--- config.mk ---
export PLATFORM = sky130hd
export DESIGN_NAME = cd_front
export DESIGN_NICKNAME = d
export VERILOG_FILES = /design/src/rtl/cd_pkg.sv /design/src/rtl/cd_front.sv
export SDC_FILE = /design/constraint.sdc
export NUM_CORES = 2
export LEC_CHECK = 0
export ABC_CLOCK_PERIOD_IN_PS = 16800
export BUFFER_PORTS_ARGS = -buffer_cell sky130_fd_sc_hd__buf_4
export CAP_MARGIN = 0
export CORE_MARGIN = 1.5
export CORE_UTILIZATION = 70
export DETAILED_ROUTE_END_ITERATION = 8
export GPL_TIMING_DRIVEN = 0
export HOLD_SLACK_MARGIN = 0.1
export PLACE_DENSITY = 0.89
export SLEW_MARGIN = 20
export SYNTH_ARGS = -nofsm -noshare
export SYNTH_HDL_FRONTEND = slang
export SYNTH_SLANG_ARGS = --single-unit
--- constraint.sdc ---
create_clock -name aclk -period 16.8 [get_ports aclk]
set_input_delay 4.2 -clock aclk [delete_from_list [all_inputs] [get_ports aclk]]
set_output_delay 4.2 -clock aclk [all_outputs]
set_load 0.01 [all_outputs]
--- src/rtl/cd_pkg.sv ---
// Types, constants and step functions shared by the complex divider.
`default_nettype none
package cd_pkg;

    localparam int DATA_WIDTH = 16;
    localparam int FRAC_BITS  = 16;
    localparam int OUT_W      = 32;
    localparam int PROD_W     = 2 * DATA_WIDTH;
    localparam int NORM_W     = PROD_W;
    localparam int DIVD_W     = PROD_W + FRAC_BITS;
    localparam int REM_W      = NORM_W + 1;
    localparam int Q_W        = OUT_W + 1;
    localparam int STEPS      = DIVD_W;

    localparam logic [OUT_W-1:0] SAT_POS = {1'b0, {(OUT_W-1){1'b1}}};
    localparam logic [OUT_W-1:0] SAT_NEG = {1'b1, {(OUT_W-1){1'b0}}};

    typedef enum logic [1:0] {
        ST_OK   = 2'd0,
        ST_DIVZ = 2'd1,
        ST_OVF  = 2'd2
    } status_t;

    // one quotient part in flight through the divider row
    typedef struct packed {
        logic [DIVD_W-1:0] divd;
        logic [NORM_W-1:0] rem;
        logic [Q_W-1:0]    q;
        logic              hi;
        logic              neg;
    } lane_t;

    typedef struct packed {
        logic [NORM_W-1:0] den;
        logic              zero;
        lane_t             re;
        lane_t             im;
    } item_t;

    typedef struct packed {
        logic [OUT_W-1:0] val;
        logic             ovf;
    } sat_t;

    // one restoring division step
    function automatic lane_t lane_step(input lane_t l, input logic [NORM_W-1:0] den);
        logic [REM_W-1:0] r2;
        logic [REM_W-1:0] diff;
        logic             ge;
        lane_t            o;
        r2   = {l.rem, l.divd[DIVD_W-1]};
        diff = r2 - {1'b0, den};
        ge   = (r2 >= {1'b0, den});
        o       = l;
        o.rem   = ge ? diff[NORM_W-1:0] : r2[NORM_W-1:0];
        o.divd  = l.divd << 1;
        o.q     = {l.q[Q_W-2:0], ge};
        o.hi    = l.hi | l.q[Q_W-1];
        return o;
    endfunction

    // signed result with saturation on magnitude
    function automatic sat_t lane_sat(input lane_t l);
        sat_t o;
        logic big;
        big = l.hi | l.q[Q_W-1];
        if (l.neg) begin
            if (big || (l.q[OUT_W-1] && (|l.q[OUT_W-2:0]))) begin
                o.val = SAT_NEG;
                o.ovf = 1'b1;
            end else begin
                o.val = OUT_W'(-l.q[OUT_W-1:0]);
                o.ovf = 1'b0;
            end
        end else begin
            if (big || l.q[OUT_W-1]) begin
                o.val = SAT_POS;
                o.ovf = 1'b1;
            end else begin
                o.val = l.q[OUT_W-1:0];
                o.ovf = 1'b0;
            end
        end
        return o;
    endfunction

endpackage
`default_nettype wire

--- src/rtl/cd_front.sv ---
// Front end: conjugate products, norm and numerator magnitudes over two stages.
`default_nettype none
module cd_front (
    input  wire                                       aclk,
    input  wire                                       aresetn,
    input  wire                                       en,
    input  wire                                       in_valid,
    input  wire  signed [cd_pkg::DATA_WIDTH-1:0]      ar,
    input  wire  signed [cd_pkg::DATA_WIDTH-1:0]      ai,
    input  wire  signed [cd_pkg::DATA_WIDTH-1:0]      br,
    input  wire  signed [cd_pkg::DATA_WIDTH-1:0]      bi,
    output logic                                      out_valid,
    output cd_pkg::item_t                             out_item
);

    logic                               v1_reg, v2_reg;
    logic signed [cd_pkg::PROD_W-1:0]   pa_reg, pb_reg, pc_reg, pd_reg, pn1_reg, pn2_reg;
    logic signed [cd_pkg::PROD_W:0]     sum_re, sum_im;
    logic [cd_pkg::NORM_W-1:0]          norm;
    logic [cd_pkg::PROD_W-1:0]          mag_re, mag_im;
    cd_pkg::item_t                      item_next, item_reg;

    always_ff @(posedge aclk) begin
        if (!aresetn) begin
            v1_reg <= 1'b0;
            v2_reg <= 1'b0;
        end else if (en) begin
            v1_reg <= in_valid;
            v2_reg <= v1_reg;
        end
    end

    always_ff @(posedge aclk) begin
        if (en) begin
            pa_reg   <= ar * br;
            pb_reg   <= ai * bi;
            pc_reg   <= ai * br;
            pd_reg   <= ar * bi;
            pn1_reg  <= br * br;
            pn2_reg  <= bi * bi;
            item_reg <= item_next;
        end
    end

    always_comb begin
        sum_re = (cd_pkg::PROD_W+1)'(pa_reg) + (cd_pkg::PROD_W+1)'(pb_reg);
        sum_im = (cd_pkg::PROD_W+1)'(pc_reg) - (cd_pkg::PROD_W+1)'(pd_reg);
        norm   = cd_pkg::NORM_W'(pn1_reg) + cd_pkg::NORM_W'(pn2_reg);
        mag_re = sum_re[cd_pkg::PROD_W] ? cd_pkg::PROD_W'(-sum_re) : cd_pkg::PROD_W'(sum_re);
        mag_im = sum_im[cd_pkg::PROD_W] ? cd_pkg::PROD_W'(-sum_im) : cd_pkg::PROD_W'(sum_im);

        item_next         = '0;
        item_next.den     = norm;
        item_next.zero    = (norm == '0);
        item_next.re.divd = cd_pkg::DIVD_W'(mag_re) << cd_pkg::FRAC_BITS;
        item_next.re.neg  = sum_re[cd_pkg::PROD_W];
        item_next.im.divd = cd_pkg::DIVD_W'(mag_im) << cd_pkg::FRAC_BITS;
        item_next.im.neg  = sum_im[cd_pkg::PROD_W];
    end

    assign out_valid = v2_reg;
    assign out_item  = item_reg;

endmodule
`default_nettype wire

* Word level (Yosys, flattened, before mapping)
Cells that the tools add are included.
** Word-level totals
- Flip-flop bits (word level) :: 293
- Input bits :: 68
- Output and inout port bits :: 264
- Logic and storage cells :: 28
** Operators by class
- Add/sub/neg operators :: 5
- Multiply operators :: 6
- Multiplexer cells :: 2
- Reduce and logical (&&, ||, !) cells :: 1
** Operators with widths (number)
- multiplier 16 x 16 -> 32 bit :: 6
- two-way mux 32 bit :: 2
- negation 32 bit :: 2
- adder 32 x 32 -> 33 bit :: 1
- subtractor 32 x 32 -> 33 bit :: 1
- adder 32 bit :: 1
- logical NOT 32 bit :: 1

* Longest topological paths before layout
- Depth after elaboration :: 3
- Mapped depth :: 29
- Mapped depth without buffers :: 27

* Worst setup path after synthesis
No wires, ideal clock.
- Kind :: input-to-reg
- Start point :: in br[2] (netlist name)
- End point :: reg pc_reg[31] (netlist name), data pin
- Setup time :: 0.259 ns
- Arrival time :: 10.543 ns
- Required time :: 16.541 ns
- Slack :: 5.998 ns
- Stages :: 26
- Buffers on the path :: 2
- Cell sequence :: clkbuf_1 clkbuf_1 nand2_1 fa_1 fa_1 fa_1 inv_1 fa_1 fa_1 inv_1 fa_1 inv_1 ha_1 a21o_1 a21o_1 a21oi_1 o21a_1 o31a_1 o211ai_1 a31o_2 or4_1 a31o_2 a21o_1 a21oi_1 a21oi_1 xnor2_1
** Between the ends
- Word-level cells in the longest chain between the ends :: 1
** Ends and longest elaborated chain
- from (decl) :: line cd_front.sv:10 : input wire signed [cd_pkg::DATA_WIDTH-1:0] br,
- multiplier 16 x 16 -> 32 bit :: line cd_front.sv:37 : pc_reg <= ai * br;
- to (signal assigned) :: line cd_front.sv:37
- to (decl) :: line cd_front.sv:17 : logic signed [cd_pkg::PROD_W-1:0] pa_reg, pb_reg, pc_reg, pd_reg, pn1_reg, pn2_reg;
Every way passes these cells.
A chain may end at the register's enable or synchronous reset.

* Final worst setup path
- Start point :: in br[7] (netlist name)
- End point :: reg pc_reg[31] (netlist name), data pin
The elaborated chain is that of the path after synthesis.

==> flow_summary_export.csv <==
group,metric,value,unit
status,status,"finished clean",
yosys,postSynthAreaPerCell,9.555,sq um
critical_path,endpoint,"pc_reg[31]$_DFFE_PP_",
clocking,cts_setup_buffers,0,
critical_path,crit_required,17.04,ns
critical_path,crit_path_end_kind,"flip-flop",
routing,post_drt_wl_per_cell,24.86,um
routing,wl,233.4,mm
sta,post-route-period-util,76.34,%
floorplan,start_util,70.88,%
yosys,ys_ff_latch,291,
sta,slew_violations,0,
critical_path,reg2reg_depth,18,
sta,setup_viol,0,
sta,finalCriticalPeriod,12.82,ns
sta,finClkSkew,0.03243,ns
clocking,clk_root_buffer_cell,"clkbuf_16",
placement,io_buffers,158,
global_routing,track_usage,45.25,%
critical_path,crit_fanout,11,
routing,first_pass_iters,9,
floorplan,num_rows,117,
routing,ant_nets,0,
hold_path,hp-class,"flip-flop to flip-flop",
clocking,clk_latency,0.63,ns
global_routing,antenna_found_initial,57,
finish,final_core_util,75.63,%
clocking,cts-resized-gates,0,
clocking,cts-buffers-inserted,35,
critical_path,cp-start-kind,"input pin",
finish,final_common_cell,"inv_1",
routing,viasPerCell,5.972,
critical_path,crit_start,"br[7]",
clocking,cts_htree_levels,2,
routing,drc_errors,0,
critical_path,worst-setup-path-type,"input pin to flip-flop",
critical_path,reg2reg_from,"pa_reg[0]$_DFFE_PP_",
yosys,synth_area,72420,sq um
floorplan,pin_count,332,
global_routing,grt_max_degree,100,
yosys,yosys_warnings,0,
global_routing,globalRouteOverflowTotal,0,
yosys,synth-edff-count,289,
clocking,path_clk_slew,0.06,ns
clocking,hold_buffers,0,
sta,timing.slew.headroom,8.949,%
clocking,cts.sinks,291,
critical_path,r2r_setup_slack,11.07,ns
sta,hold_viol_final,0,
yosys,synth_cell_type_count,82,
global_routing,grt_pass1_wl,349.6,mm
yosys,postSynthCellCount,7579,
finish,final.fill_count,7070,
critical_path,cp.arrival,13.07,ns
routing,drt_iter0_drc,5788,
sta,max_freq,77.97,MHz
critical_path,r2r_end,"out_item[228]$_DFFE_PP_",
finish,largest_reg_flops,99,
yosys,ys.flop_type,"edfxtp_1",
finish,fin_nets,10139,
clocking,clockBufferDepth,3,
routing,num_vias,56074,
placement,place_hpwl,193.2,mm
sta,worst_pin_slew,1.366,ns
global_routing,first_global_vias,58917,
sta,tns,0,ns
yosys,yosysSeqAreaShare,12.04,%
yosys,async_flop_share,0,%
job,cap_violations,0,
finish,area_delta_synth_final,6.712,%
sta,rsz0062_at_grt,"false",
placement,gp_congestion,1.109,
floorplan,die_h,324.7,um
floorplan,fp.dieW,324.7,um
finish,layout_common_cells,"inv_1, fa_1, nand2_1, ha_1, and2_1",
floorplan,design.die.area,105400,sq um
clocking,cts_tree,"built",
finish,drive_gt1_share,5.599,%
floorplan,core_area,102200,sq um
-- worst min path at each step --
stage | start | cells past startpoint | endpoint
after floorplan | v1_reg$_SDFFE_PN0P_ | 2 | v1_reg$_SDFFE_PN0P_
after global placement | v1_reg$_SDFFE_PN0P_ | 2 | v1_reg$_SDFFE_PN0P_
after detailed placement | v1_reg$_SDFFE_PN0P_ | 2 | out_valid$_SDFFE_PN0P_
after CTS | v1_reg$_SDFFE_PN0P_ | 2 | out_valid$_SDFFE_PN0P_
after global routing | v1_reg$_SDFFE_PN0P_ | 2 | v1_reg$_SDFFE_PN0P_
final | v1_reg$_SDFFE_PN0P_ | 2 | out_valid$_SDFFE_PN0P_
-- stage by stage --
step                      worst slack [ns]  area, sq um  std cells  hold slack, ns
final                                3.975        77280       9390          0.5253
after global routing                 4.024        77160       9340          0.5570
after CTS                            4.400        77120       9333          0.5273
after detailed placement             3.797        76030       9272          0.5073
after global placement               3.920        75930       9268          0.5022
after floorplan                      5.998        73030       7742          0.4824
-- per-layer routing --
layer | up-vias | routed length [um] | global-route usage (%)
li1 | 23260 | - | -
met1 | 27754 | 78990 | 55.13
met5 | - | 278 | 0.4529
met4 | 40 | 18970 | 29.96
met3 | 1091 | 32540 | 15.47
met2 | 3929 | 102700 | 68.65
-- cells in the mapped netlist (6+ instances only) --
cell type | number | area (sq um)
a2111oi_0 | 6 | 52.55
a211o_1 | 9 | 78.83
a211oi_1 | 17 | 127.6
a21o_1 | 96 | 720.7
a21oi_1 | 192 | 960.9
a31o_2 | 15 | 131.4
a31oi_1 | 24 | 150.1
and2_1 | 546 | 3416
and3_1 | 25 | 156.4
buf_1 | 16 | 60.06
buf_4 | 164 | 1231
clkbuf_1 | 258 | 968.4
edfxtp_1 | 289 | 8678
fa_1 | 1516 | 30350
ha_1 | 613 | 7670
inv_1 | 1852 | 6952
mux2i_1 | 6 | 60.06
nand2_1 | 735 | 2759
nand2b_1 | 48 | 300.3
nand3_1 | 47 | 235.2
nand4_1 | 15 | 93.84
nor2_1 | 255 | 957.2
nor2b_1 | 32 | 200.2
nor3_1 | 51 | 255.2
nor4_1 | 6 | 37.54
o211ai_1 | 14 | 105.1
o21a_1 | 34 | 255.2
o21ai_0 | 134 | 670.6
o21bai_1 | 36 | 270.3
o31a_1 | 9 | 78.83
o31ai_1 | 13 | 97.59
o41ai_1 | 7 | 61.31
or2_2 | 17 | 106.4
or3_1 | 23 | 143.9
or4_1 | 9 | 67.56
xnor2_1 | 279 | 2444
xor2_1 | 86 | 753.2
-- critical path, stage by stage --
cell and delay, ns:
clkbuf_1 0.97, clkbuf_1 0.94, nand2_1 0.22, fa_1 0.60, inv_1 0.06, fa_1 0.48
fa_1 0.59, fa_1 0.44, fa_1 0.49, inv_1 0.05, fa_1 0.48, inv_1 0.04
ha_1 0.33, a21oi_1 0.18, o21a_1 0.15, o31a_1 0.25, o211ai_1 0.17, a31o_2 0.28
or4_1 0.41, a31o_2 0.26, a21o_1 0.20, a21oi_1 0.24, a21oi_1 0.12, xnor2_1 0.87
-- cell families after synthesis --
logic type	synth area share (%)
buf+inv	12.73
fa+ha+maj	52.50
simple gates	12.27
compound gates	5.919
xor+xnor	4.437
flops	12.04
mux	0.09848
other cells	0.005178
-- cell type report --
cell class / count / area [sq um] / area share (%)
timing repair buffer: 163 / 1282 / 1.659
clock inverter: 14 / 147.6 / 0.1910
multi-input combinational: 5158 / 55090 / 71.29
antenna: 56 / 140.1 / 0.1813
buffer: 438 / 2286 / 2.958
inverter: 1855 / 6963 / 9.010
sequential: 291 / 8718 / 11.28
tap: 1368 / 1712 / 2.215
clock buffer: 47 / 940.9 / 1.217
Power is left out: the tool's default activity adds up to more than one toggle a clock period on the data nets, which glitch-free logic cannot reach.
