--- src/rtl/cd_pkg.sv ---
// Types, constants and step functions shared by the complex divider.
`default_nettype none
package cd_pkg;

    localparam int DATA_WIDTH = 16;
    localparam int FRAC_BITS  = 16;
    localparam int OUT_W      = 32;
    localparam int PROD_W     = 2 * DATA_WIDTH;
    localparam int NORM_W     = PROD_W;
    localparam int DIVD_W     = PROD_W + FRAC_BITS;
    localparam int REM_W      = NORM_W + 1;
    localparam int Q_W        = OUT_W + 1;
    localparam int STEPS      = DIVD_W;

    localparam logic [OUT_W-1:0] SAT_POS = {1'b0, {(OUT_W-1){1'b1}}};
    localparam logic [OUT_W-1:0] SAT_NEG = {1'b1, {(OUT_W-1){1'b0}}};

    typedef enum logic [1:0] {
        ST_OK   = 2'd0,
        ST_DIVZ = 2'd1,
        ST_OVF  = 2'd2
    } status_t;

    // one quotient part in flight through the divider row
    typedef struct packed {
        logic [DIVD_W-1:0] divd;
        logic [NORM_W-1:0] rem;
        logic [Q_W-1:0]    q;
        logic              hi;
        logic              neg;
    } lane_t;

    typedef struct packed {
        logic [NORM_W-1:0] den;
        logic              zero;
        lane_t             re;
        lane_t             im;
    } item_t;

    typedef struct packed {
        logic [OUT_W-1:0] val;
        logic             ovf;
    } sat_t;

    // one restoring division step
    function automatic lane_t lane_step(input lane_t l, input logic [NORM_W-1:0] den);
        logic [REM_W-1:0] r2;
        logic [REM_W-1:0] diff;
        logic             ge;
        lane_t            o;
        r2   = {l.rem, l.divd[DIVD_W-1]};
        diff = r2 - {1'b0, den};
        ge   = (r2 >= {1'b0, den});
        o       = l;
        o.rem   = ge ? diff[NORM_W-1:0] : r2[NORM_W-1:0];
        o.divd  = l.divd << 1;
        o.q     = {l.q[Q_W-2:0], ge};
        o.hi    = l.hi | l.q[Q_W-1];
        return o;
    endfunction

    // signed result with saturation on magnitude
    function automatic sat_t lane_sat(input lane_t l);
        sat_t o;
        logic big;
        big = l.hi | l.q[Q_W-1];
        if (l.neg) begin
            if (big || (l.q[OUT_W-1] && (|l.q[OUT_W-2:0]))) begin
                o.val = SAT_NEG;
                o.ovf = 1'b1;
            end else begin
                o.val = OUT_W'(-l.q[OUT_W-1:0]);
                o.ovf = 1'b0;
            end
        end else begin
            if (big || l.q[OUT_W-1]) begin
                o.val = SAT_POS;
                o.ovf = 1'b1;
            end else begin
                o.val = l.q[OUT_W-1:0];
                o.ovf = 1'b0;
            end
        end
        return o;
    endfunction

endpackage
`default_nettype wire

--- src/rtl/cd_cell.sv ---
// One divider cell: a single restoring step on both quotient parts.
`default_nettype none
module cd_cell (
    input  wire                 aclk,
    input  wire                 aresetn,
    input  wire                 en,
    input  wire                 in_valid,
    input  wire cd_pkg::item_t  in_item,
    output logic                out_valid,
    output cd_pkg::item_t       out_item
);

    logic          valid_reg;
    cd_pkg::item_t item_next, item_reg;

    always_comb begin
        item_next    = in_item;
        item_next.re = cd_pkg::lane_step(in_item.re, in_item.den);
        item_next.im = cd_pkg::lane_step(in_item.im, in_item.den);
    end

    always_ff @(posedge aclk) begin
        if (!aresetn) begin
            valid_reg <= 1'b0;
        end else if (en) begin
            valid_reg <= in_valid;
        end
    end

    always_ff @(posedge aclk) begin
        if (en) begin
            item_reg <= item_next;
        end
    end

    assign out_valid = valid_reg;
    assign out_item  = item_reg;

endmodule
`default_nettype wire

--- config.mk ---
export PLATFORM = sky130hd
export DESIGN_NAME = cd_cell
export DESIGN_NICKNAME = d
export VERILOG_FILES = /design/src/rtl/cd_pkg.sv /design/src/rtl/cd_cell.sv
export SDC_FILE = /design/constraint.sdc
export NUM_CORES = 1
export LEC_CHECK = 0
export ABC_AREA = 1
export BUFFER_PORTS_ARGS = -buffer_cell sky130_fd_sc_hd__buf_2
export CORE_AREA = 5 5 204 206
export CTS_BUF_LIST = sky130_fd_sc_hd__clkbuf_4 sky130_fd_sc_hd__clkbuf_8
export DETAILED_ROUTE_END_ITERATION = 8
export DIE_AREA = 0 0 209 211
export PLACE_DENSITY = 0.61
export RECOVER_POWER = 100
export SETUP_SLACK_MARGIN = 0.1
export SLEW_MARGIN = 15
export SYNTH_ARGS = -nofsm -noshare
export SYNTH_HDL_FRONTEND = slang
export SYNTH_SLANG_ARGS = --single-unit
--- constraint.sdc ---
create_clock -name aclk -period 3.7 [get_ports aclk]
set_input_delay 0.185 -clock aclk [delete_from_list [all_inputs] [get_ports aclk]]
set_output_delay 0.185 -clock aclk [all_outputs]
set_load 0.005 [all_outputs]
Word level (Yosys, flattened, before mapping) --
Index checks and enable logic that the tools add are counted. W data, S select, Z words.
Storage, ports and cells: word-level logic and storage cells 21, register bits after elaboration 262, input bits 267, output and inout port bits 264
Cells by class: bitwise logic cells 2, $add $sub $neg 2, mux-type cells 2, order comparisons 2
Operator list (count):
- $ge A33 B32 Y1 | 2
- $mux W32 | 2
- $sub A32 B32 Y32 | 2
- $or A1 B1 Y1 | 2

Logic depth before layout (Yosys ltp) --
Gate-level depths: netlist of the first run.
word-level depth 2, gate-level depth with buffers 15, gate-level depth less buffers 15

Worst setup path before layout of the first run --
Ideal clock, no wire load.
kind input -> register, from in in_item[261] in the netlist's numbering, to reg item_reg (netlist bit out_item[174]), data pin, data arrival time 1608 ps, stages on the path 13, slack 1840 ps, required time 3448 ps, library setup time 252 ps, buffers on the path 1, path through inv_1 ha_1 nand2_1 inv_1 nand3_2 inv_1 nand2_1 nand2_1 a21oi_1 nand4_4 buf_12 nand2_2 nand2_1
RTL lines:
- from (decl) | line cd_cell.sv:8 | input wire cd_pkg::item_t in_item,
- to (signal assigned) | line cd_cell.sv:32 | item_reg <= item_next;
- to (decl) | line cd_cell.sv:14 | cd_pkg::item_t item_next, item_reg;

==> impl_metrics.json, run 1 <==
{
  "netlist_area_sq_um": 14100,
  "fp.dieH_um": 211,
  "end_kind": "flop",
  "wl_per_cell_um": 20.9,
  "synth.most_common_cell": "nand2_1",
  "p_per_area_nw_per_um2": 402,
  "dp_slack_ns": 0.956,
  "synthToLayoutAreaGrowth_pct": 45.0,
  "drv_slew": 120,
  "cts-root-buf": "clkbuf_8",
  "synth_top_cell_by_area": "edfxtp_1",
  "cts_max_level": 2,
  "hold_ws_ns": 0.0944,
  "tightest_slew_ns": 2.59,
  "start_util_pct": 35.8,
  "synth_edf_count": 261,
  "synthesis.instances": 1592,
  "hold_path_class": "in2reg",
  "power.leakage_nw": 9.78,
  "ant_nets": 0,
  "pin_count": 531,
  "drtIter0Drc": 808,
  "drv_cap": 2,
  "syn_area_per_cell_sq_um": 8.87,
  "vias": 14100,
  "fmax_mhz": 336,
  "fp.dieArea_sq_um": 44100,
  "synth_flop_cell": "edfxtp_1",
  "post-cts-setup-buffers": 0,
  "synth_seq_area_share_pct": 55.6,
  "fin_setup_tns_ns": 0,
  "synth_cell_types": 32,
  "num_rows": 73,
  "skew_ns": 0,
  "drcViolationCount": 0,
  "die_w_um": 209,
  "fin_util_pct": 51.9,
  "grtUsageTotal_pct": 27.1,
  "grt_pass1_vias": 14100,
  "path_class": "in2reg",
  "portBuffers": 528,
  "routed_wl_mm": 62.2,
  "slowest_delay_ns": 0.59,
  "rsz0062_at_grt": "no",
  "slowest_stage": "dlygate4sd3_1",
  "synth-seq-cells": 262,
  "ys_async_sr_fraction_pct": 0,
  "dp_hpwl_mm": 48.8,
  "synth_warnings": 0,
  "nets": 2751,
  "synth_commonest_cells": "nand2_1 (599), inv_1 (291), edfxtp_1 (261)",
  "synth_area_leaders": "edfxtp_1 (55%), nand2_1 (16%), inv_1 (7.7%)",
  "cp.arrival_ns": 3.34,
  "ir_worst_vdd_uv": 230,
  "grt_antenna_before_repair": 6,
  "setup_viol": 0,
  "cts_made_buffers": 46,
  "violations": "max-capacitance violations, max-slew violations",
  "status": "complete, but fails checks",
  "cp_max_fo": 30,
  "clk_path_buf_depth": 3,
  "hold_violations": 0,
  "clk_pin_slew_ns": 0.06,
  "grt_pass1_wl_mm": 89.7,
  "clock_latency_ns": 0.60,
  "slew_headroom_pct": -72.4,
  "timing.final.crit_period_ns": 2.98,
  "gp_congestion": 0.999,
  "synth_top_area_share_pct": 55.5,
  "via_per_inst": 4.72,
  "grt_max_degree": 106,
  "drive_above_1_share_pct": 14.4,
  "min_period_over_period_pct": 80.5,
  "fin_ws_ns": 0.720,
  "core_area_sq_um": 39500,
  "clock_sinks": 262,
  "crit_path_start_kind": "primary input",
  "worst_path_most_repeated_cell": "nand2_1",
  "crit_chain": "dlygate4sd3_1, clkbuf_1, ha_1, nand2_1, nor2_1, nand2_1, nor2_1, nand2_1, nor2_2, nor2_1, clkbuf_2, nand3_1, nand2_1",
  "overflow": 0,
  "cp.required_ns": 4.06,
  "first_pass_iters": 5,
  "cts_tree": "yes"
}
## cell usage in the layout (no fill, tap or decap), types with 2 or more instances in the layout
cell           instances
a21oi_1               37
and2_1                 9
buf_1                  2
buf_2                248
buf_4                  2
clkbuf_1             275
clkbuf_2               5
clkbuf_4              14
clkbuf_8              46
clkinv_1              11
clkinv_2               5
clkinvlp_4             2
conb_1                 2
diode_2                5
dlygate4sd3_1        263
edfxtp_1             261
fa_1                   2
ha_1                  64
inv_1                291
nand2_1              599
nand2_2               14
nand3_1              127
nand3_2                3
nand3b_1              13
nand4_1                5
nor2_1                81
nor3_1                21
o21ai_0                4
o21bai_1               2
or2_2                  2
xnor2_1                2
xor2_1                26
## metrics by stage
step	cells	power (mW)	instance area (sq um)
finish	2981	8.23	20500
global route	2980	8.67	20500
CTS	2976	8.39	20800
detailed placement	2632	5.46	17300
global placement	2632	5.46	17300
floorplan	1593	4.57	14100
## state kept, by name, indices dropped and copies added (netlist names)
| register | cells |
|---|---|
| out_valid | 1 |
| out_item | 261 |
## where the power goes
part / internal (mW) / leakage, nW / switching, mW / total [mW]
clock: 1.38 / 0.459 / 1.27 / 2.65
sequential: 3.62 / 2.56 / 0.0955 / 3.71
combinational: 0.725 / 6.76 / 1.15 / 1.87
total: 5.72 / 9.78 / 2.51 / 8.23
## final timing paths
| path | from | slack (ns) | cells after the start | endpoint |
|---|---|---|---|---|
| max | in_item[48] | 0.72 | 13 | out_item[50] |
| min | in_item[35] | 0.09 | 3 | out_item[36] |
| max reg2reg | out_valid | 2.45 | 3 | out_valid |
| min reg2reg | out_valid | 1.14 | 3 | out_valid |
## timing repair
| action | CTS | global route |
|---|---|---|
| endpoints found under the hold margin | 299 | 0 |
| setup endpoints to repair | 0 | 0 |
| hold buffers | 263 | 0 |
| gates resized for setup | 0 | 0 |
## area by class of cell
class                           count  area (sq um)
Clock inverter                     21           139
Inverter                          292          1100
Timing Repair Buffer              797          4990
Antenna cell                        5          12.5
Clock buffer                       60           738
Sequential cell                   262          7860
Fill cell                        3851         19000
Tap cell                          525           657
Multi-Input combinational cell   1019          5000
## worst max-delay path, delay by kind of cell
family / cells / cell delay (ns)
simple gates: 9 / 1.38
buf+inv: 3 / 1.25
fa+ha+maj: 1 / 0.50
## per-layer routing
layer  vias up  track usage, %  part of all wire [%]
met5         -               0                 0.039
met4         4            10.5                   4.3
met3       126            4.92                   6.3
met2       589            48.7                    50
met1      6619            32.3                    39
li1       6734               -                     -
## cell families (layout without fill, tap and decap cells)
group                      count (synthesis)  count (layout)  share of synthesized area [%]
buffers and inverters                    312            1170                           8.97
and+or+nand+nor                          880             880                           26.1
adders and majority gates                 66              66                           5.95
other                                      1               7                         0.0266
DFF                                      262             262                           55.6
xor gates and xnor gates                  28              28                           1.74
AOI/OAI and AO/OA                         43              43                           1.56
No activity file was read; power rests on OpenSTA's default activity.
==> run 2: changes to the inputs <==
Settings changed: PLACE_DENSITY 0.61 to 0.64.
Clock period 3.7 ns to 2.45 ns, I/O delays scaled along.
==> impl_metrics.json, run 2 (synthesized netlist as in run 1, its figures left out) <==
{
  "power_frac_comb_pct": 23.1,
  "path_class": "in2reg",
  "fin_util_pct": 52.6,
  "grt_pass1_vias": 14500,
  "final_common_cell": "nand2_1",
  "min_period_over_period_pct": 93.8,
  "drv_cap": 0,
  "gp_congestion": 0.967,
  "cts_made_buffers": 46,
  "skew_ns": 0,
  "hold_path_class": "in2reg",
  "cp.required_ns": 2.82,
  "clockPowerShare_pct": 32.2,
  "cp_max_fo": 4,
  "first_pass_iters": 6,
  "end_kind": "flop",
  "swShare_pct": 30.5,
  "ir_worst_vdd_uv": 303,
  "crit_path_start_kind": "primary input",
  "start_util_pct": 35.8,
  "grtUsageTotal_pct": 27.1,
  "portBuffers": 528,
  "p_per_area_nw_per_um2": 604,
  "wl_per_cell_um": 20.7,
  "cp_num_buf_inv": 3,
  "drtIter0Drc": 837,
  "fin_setup_tns_ns": 0,
  "clock_sinks": 262,
  "cts_tree": "yes",
  "fp.dieH_um": 211,
  "nets": 2778,
  "synthToLayoutAreaGrowth_pct": 47.0,
  "power.leakage_nw": 9.93,
  "clock_latency_ns": 0.61,
  "fin_ws_ns": 0.152,
  "routed_wl_mm": 62.3,
  "grt_pass1_wl_mm": 90.0,
  "tightest_slew_ns": 1.12,
  "critPathTopFamily": "simple AND/OR/NAND/NOR gates",
  "grt_antenna_before_repair": 4,
  "hold_violations": 0,
  "die_w_um": 209,
  "fmax_mhz": 435,
  "cts-root-buf": "clkbuf_8",
  "setup_viol": 0,
  "slowest_stage": "dlygate4sd3_1",
  "core_area_sq_um": 39500,
  "worst_path_most_repeated_cell": "nand2_1",
  "drive_above_1_share_pct": 14.6,
  "overflow": 0,
  "dp_slack_ns": 0.106,
  "p_sw_mw": 3.82,
  "slew_headroom_pct": 25.3,
  "rsz0062_at_grt": "yes",
  "clk_pin_slew_ns": 0.07,
  "drcViolationCount": 0,
  "grt_max_degree": 68,
  "pin_count": 531,
  "cts_max_level": 2,
  "num_rows": 73,
  "vias": 14100,
  "drv_slew": 0,
  "ant_nets": 0,
  "slowest_delay_ns": 0.53,
  "p_int_mw": 8.70,
  "post-cts-setup-buffers": 0,
  "status": "completed",
  "seq_power_share_pct": 44.7,
  "crit_chain": "dlygate4sd3_1, clkbuf_1, inv_1, ha_1, nand2_1, nor2_1, and2_1, nand2_1, nand2_1, nand2_1, nand3_1, nand2_1, nand2_1, nand2_1",
  "final_cell_mix": "nand2_1 (608), inv_1 (291), clkbuf_1 (281), dlygate4sd3_1 (264), edfxtp_1 (261)",
  "timing.final.crit_period_ns": 2.30,
  "via_per_inst": 4.70,
  "dp_hpwl_mm": 49.3,
  "largest_register_ffs": 261,
  "clk_path_buf_depth": 3,
  "fp.dieArea_sq_um": 44100,
  "cp.arrival_ns": 2.67
}
## run 2: what timing repair did
action | CTS | global route
setup endpoints to repair | 0 | 25
endpoints found under the hold margin | 269 | 0
hold buffers | 264 | 0
gates resized for setup | 0 | 2
## run 2: area by class of cell
class | count | area (sq um)
inverters | 292 | 1100
fillers | 3823 | 18700
clock inverters | 28 | 178
repair buffers | 824 | 5280
flip-flops and latches | 262 | 7860
multi-input cells | 1019 | 4980
diodes | 7 | 17.5
clock buffers | 54 | 693
well taps | 525 | 657
## run 2: per-layer routing
metal	part of all wire, %	global-route usage [%]	vias to the layer above	wire [um]
met1	40	32.5	6680	24600
met3	6.0	4.98	92	3750
met2	51	49.7	575	32000
li1	-	-	6799	-
met4	3.0	7.76	0	1890
met5	0	0	-	0
## run 2: final timing paths
check / slack [ns] / cells past startpoint / startpoint / end
max: 0.15 / 14 / in_item[243] / out_item[181]
min: 0.22 / 8 / in_item[66] / out_item[66]
max reg2reg: 1.22 / 3 / out_valid / out_valid
min reg2reg: 1.15 / 3 / out_valid / out_valid
## run 2: stage by stage
stage          total power, mW  instances  area (sq um)  hold WS, ns
4_1_cts                   12.7       3004         21200        0.171
3_5_place_dp              8.33       2658         17700        0.301
5_1_grt                   13.1       3007         20700        0.195
6_report                  12.5       3011         20800        0.223
2_1_floorplan             6.91       1593         14100        0.216
3_3_place_gp              8.31       2658         17700        0.299
## run 2: worst register-to-register path: stages, from the launching register on
cell and delay (ns):
dfxtp_1 0.33, o21ai_0 0.17, a21oi_1 0.06, dlygate4sd3_1 0.56
## run 2: power by group through the flow
| stage | Combinational, mW | Clock, mW | Sequential (mW) |
|---|---|---|---|
| global route | 3.17 | 4.31 | 5.64 |
| CTS | 3.03 | 4.12 | 5.59 |
| detailed placement | 2.66 | 0 | 5.67 |
| finish | 2.90 | 4.03 | 5.60 |
| global placement | 2.65 | 0 | 5.67 |
| floorplan | 1.19 | 0 | 5.72 |
==> run 3: changes to the inputs <==
Settings changed: CELL_PAD_IN_SITES_DETAIL_PLACEMENT set to 1, CELL_PAD_IN_SITES_GLOBAL_PLACEMENT set to 2, CORE_AREA 5 5 204 206 to unset, CORE_MARGIN set to 5, CORE_UTILIZATION set to 26, DIE_AREA 0 0 209 211 to unset, PLACE_DENSITY 0.64 to 0.78.
==> impl_metrics.json, run 3 (synthesized netlist as in run 1, its figures left out) <==
{
  "slew_headroom_pct": -14.9,
  "whs_path_depth": 3,
  "post-cts-setup-buffers": 0,
  "path_class": "in2reg",
  "ir_worst_vdd_uv": 333,
  "skew_ns": 0,
  "crit_path_start_kind": "primary input",
  "cp.arrival_ns": 2.68,
  "clock_sinks": 262,
  "clk_path_buf_depth": 3,
  "cts_made_buffers": 49,
  "die_w_um": 243,
  "cts_tree": "yes",
  "portBuffers": 528,
  "grt_max_degree": 68,
  "drv_slew": 131,
  "fin_util_pct": 39.5,
  "vias": 14200,
  "clock_latency_ns": 0.61,
  "first_pass_iters": 5,
  "p_per_area_nw_per_um2": 611,
  "final_common_cell": "nand2_1",
  "cp.required_ns": 2.79,
  "r2r-start": "out_valid",
  "ant_nets": 0,
  "seq_power_share_pct": 43.5,
  "grt_pass1_vias": 15600,
  "cp_max_fo": 15,
  "pin_count": 531,
  "critPathTopFamily": "buffers and inverters",
  "ff2ff_path_depth": 3,
  "synthToLayoutAreaGrowth_pct": 50.4,
  "r2r_setup_slack_ns": 1.13,
  "cp_num_buf_inv": 6,
  "power.leakage_nw": 9.95,
  "min_from": "in_item[114]",
  "drv_cap": 2,
  "dp_slack_ns": -0.0281,
  "gp_congestion": 0.878,
  "tightest_slew_ns": 1.72,
  "rsz0062_at_grt": "yes",
  "cts_max_level": 2,
  "fp.dieH_um": 243,
  "via_per_inst": 4.44,
  "clk_pin_slew_ns": 0.07,
  "wl_per_cell_um": 22.4,
  "dp_hpwl_mm": 56.1,
  "finalNonFillerCells": 3202,
  "nets": 2793,
  "crit_chain": "dlygate4sd3_1, clkbuf_1, inv_1, ha_1, nand2_1, inv_1, nand3_2, inv_1, nand2_1, nand2_1, a21oi_1, nand4_4, buf_6, nand2_2, nand2_1",
  "clockPowerShare_pct": 33.3,
  "fin_setup_tns_ns": 0,
  "num_rows": 85,
  "slowest_delay_ns": 0.55,
  "setup_viol": 0,
  "swShare_pct": 31.2,
  "drive_above_1_share_pct": 16.0,
  "cts-root-buf": "clkbuf_8",
  "end_kind": "flop",
  "slowest_stage": "dlygate4sd3_1",
  "core_area_sq_um": 53800,
  "drcViolationCount": 0,
  "timing.final.crit_period_ns": 2.34,
  "drtIter0Drc": 655,
  "final_cell_mix": "nand2_1 (595), clkbuf_1 (300), inv_1 (289), dlygate4sd3_1 (262), edfxtp_1 (261)",
  "start_util_pct": 26.2,
  "overflow": 0,
  "p_int_mw": 8.93,
  "fin_ws_ns": 0.107,
  "fp.dieArea_sq_um": 59100,
  "violations": "max-capacitance violations, max-slew violations",
  "placedCellCount": 2843,
  "hold_path_class": "in2reg",
  "min_period_over_period_pct": 95.6,
  "worst_path_most_repeated_cell": "nand2_1",
  "grtUsageTotal_pct": 23.5,
  "p_sw_mw": 4.05,
  "power_frac_comb_pct": 23.1,
  "fmax_mhz": 427,
  "hold_violations": 0,
  "holdPathEnd": "out_item[35]",
  "reg2reg_to": "out_valid",
  "routed_wl_mm": 71.8,
  "grt_pass1_wl_mm": 104,
  "grt_antenna_before_repair": 11,
  "largest_register_ffs": 261,
  "status": "complete, but fails checks"
}
[run 3: per-layer routing]
metal  global-route usage (%)  vias up  wire (um)
li1                         -     6817          -
met4                     10.4        4       3660
met1                     25.0     6817      26600
met5                        0        -         23
met3                     5.25      118       3800
met2                     44.3      455      37700
[run 3: layout make-up]
| class | instances | area, sq um |
|---|---|---|
| Fill cell | 6535 | 32600 |
| Sequential cell | 262 | 7860 |
| Timing Repair Buffer | 836 | 5290 |
| Multi-Input combinational cell | 1019 | 5140 |
| Inverter | 292 | 1100 |
| Tap cell | 696 | 871 |
| Clock buffer | 62 | 772 |
| Clock inverter | 26 | 185 |
| Antenna cell | 9 | 22.5 |
[run 3: worst max path at each step]
| stage | start | end | slack [ns] | depth (start not counted) |
|---|---|---|---|---|
| 2_1_floorplan | in_item[261] | out_item[174] | 0.65 | 13 |
| 3_3_place_gp | in_item[252] | out_item[171] | 0.006 | 12 |
| 3_5_place_dp | in_item[252] | out_item[171] | -0.03 | 12 |
| 4_1_cts | in_item[253] | out_item[171] | 0.11 | 13 |
| 5_1_grt | in_item[245] | out_item[52] | 0.05 | 15 |
| 6_report | in_item[261] | out_item[171] | 0.11 | 15 |
[run 3: power by group through the flow]
| stage | sequential [mW] | combinational [mW] | clock (mW) |
|---|---|---|---|
| after floorplan | 5.72 | 1.19 | 0 |
| after global placement | 5.72 | 2.71 | 0 |
| after detailed placement | 5.72 | 2.75 | 0 |
| after CTS | 5.64 | 3.13 | 4.48 |
| after global routing | 5.69 | 3.31 | 4.72 |
| final | 5.65 | 3.01 | 4.33 |
[run 3: worst reg2reg max path, stage by stage (launching register included)]
cell	delay, ns
dfxtp_1	0.34
o21ai_0	0.23
a21oi_1	0.07
dlygate4sd3_1	0.57
[run 3: through the flow]
stage / hold slack [ns] / power (mW) / instance area (sq um)
6_report: 0.0337 / 13.0 / 21200
5_1_grt: 0.0135 / 13.7 / 21200
4_1_cts: 0.00729 / 13.3 / 21500
3_5_place_dp: 0.301 / 8.47 / 17900
3_3_place_gp: 0.300 / 8.43 / 17900
2_1_floorplan: 0.216 / 6.91 / 14100
[run 3: what timing repair did]
item / 4_1_cts / 5_1_grt
setup endpoints to repair: 0 / 63
hold buffers: 262 / 0
endpoints found under the hold margin: 296 / 0
gates resized for setup: 0 / 32
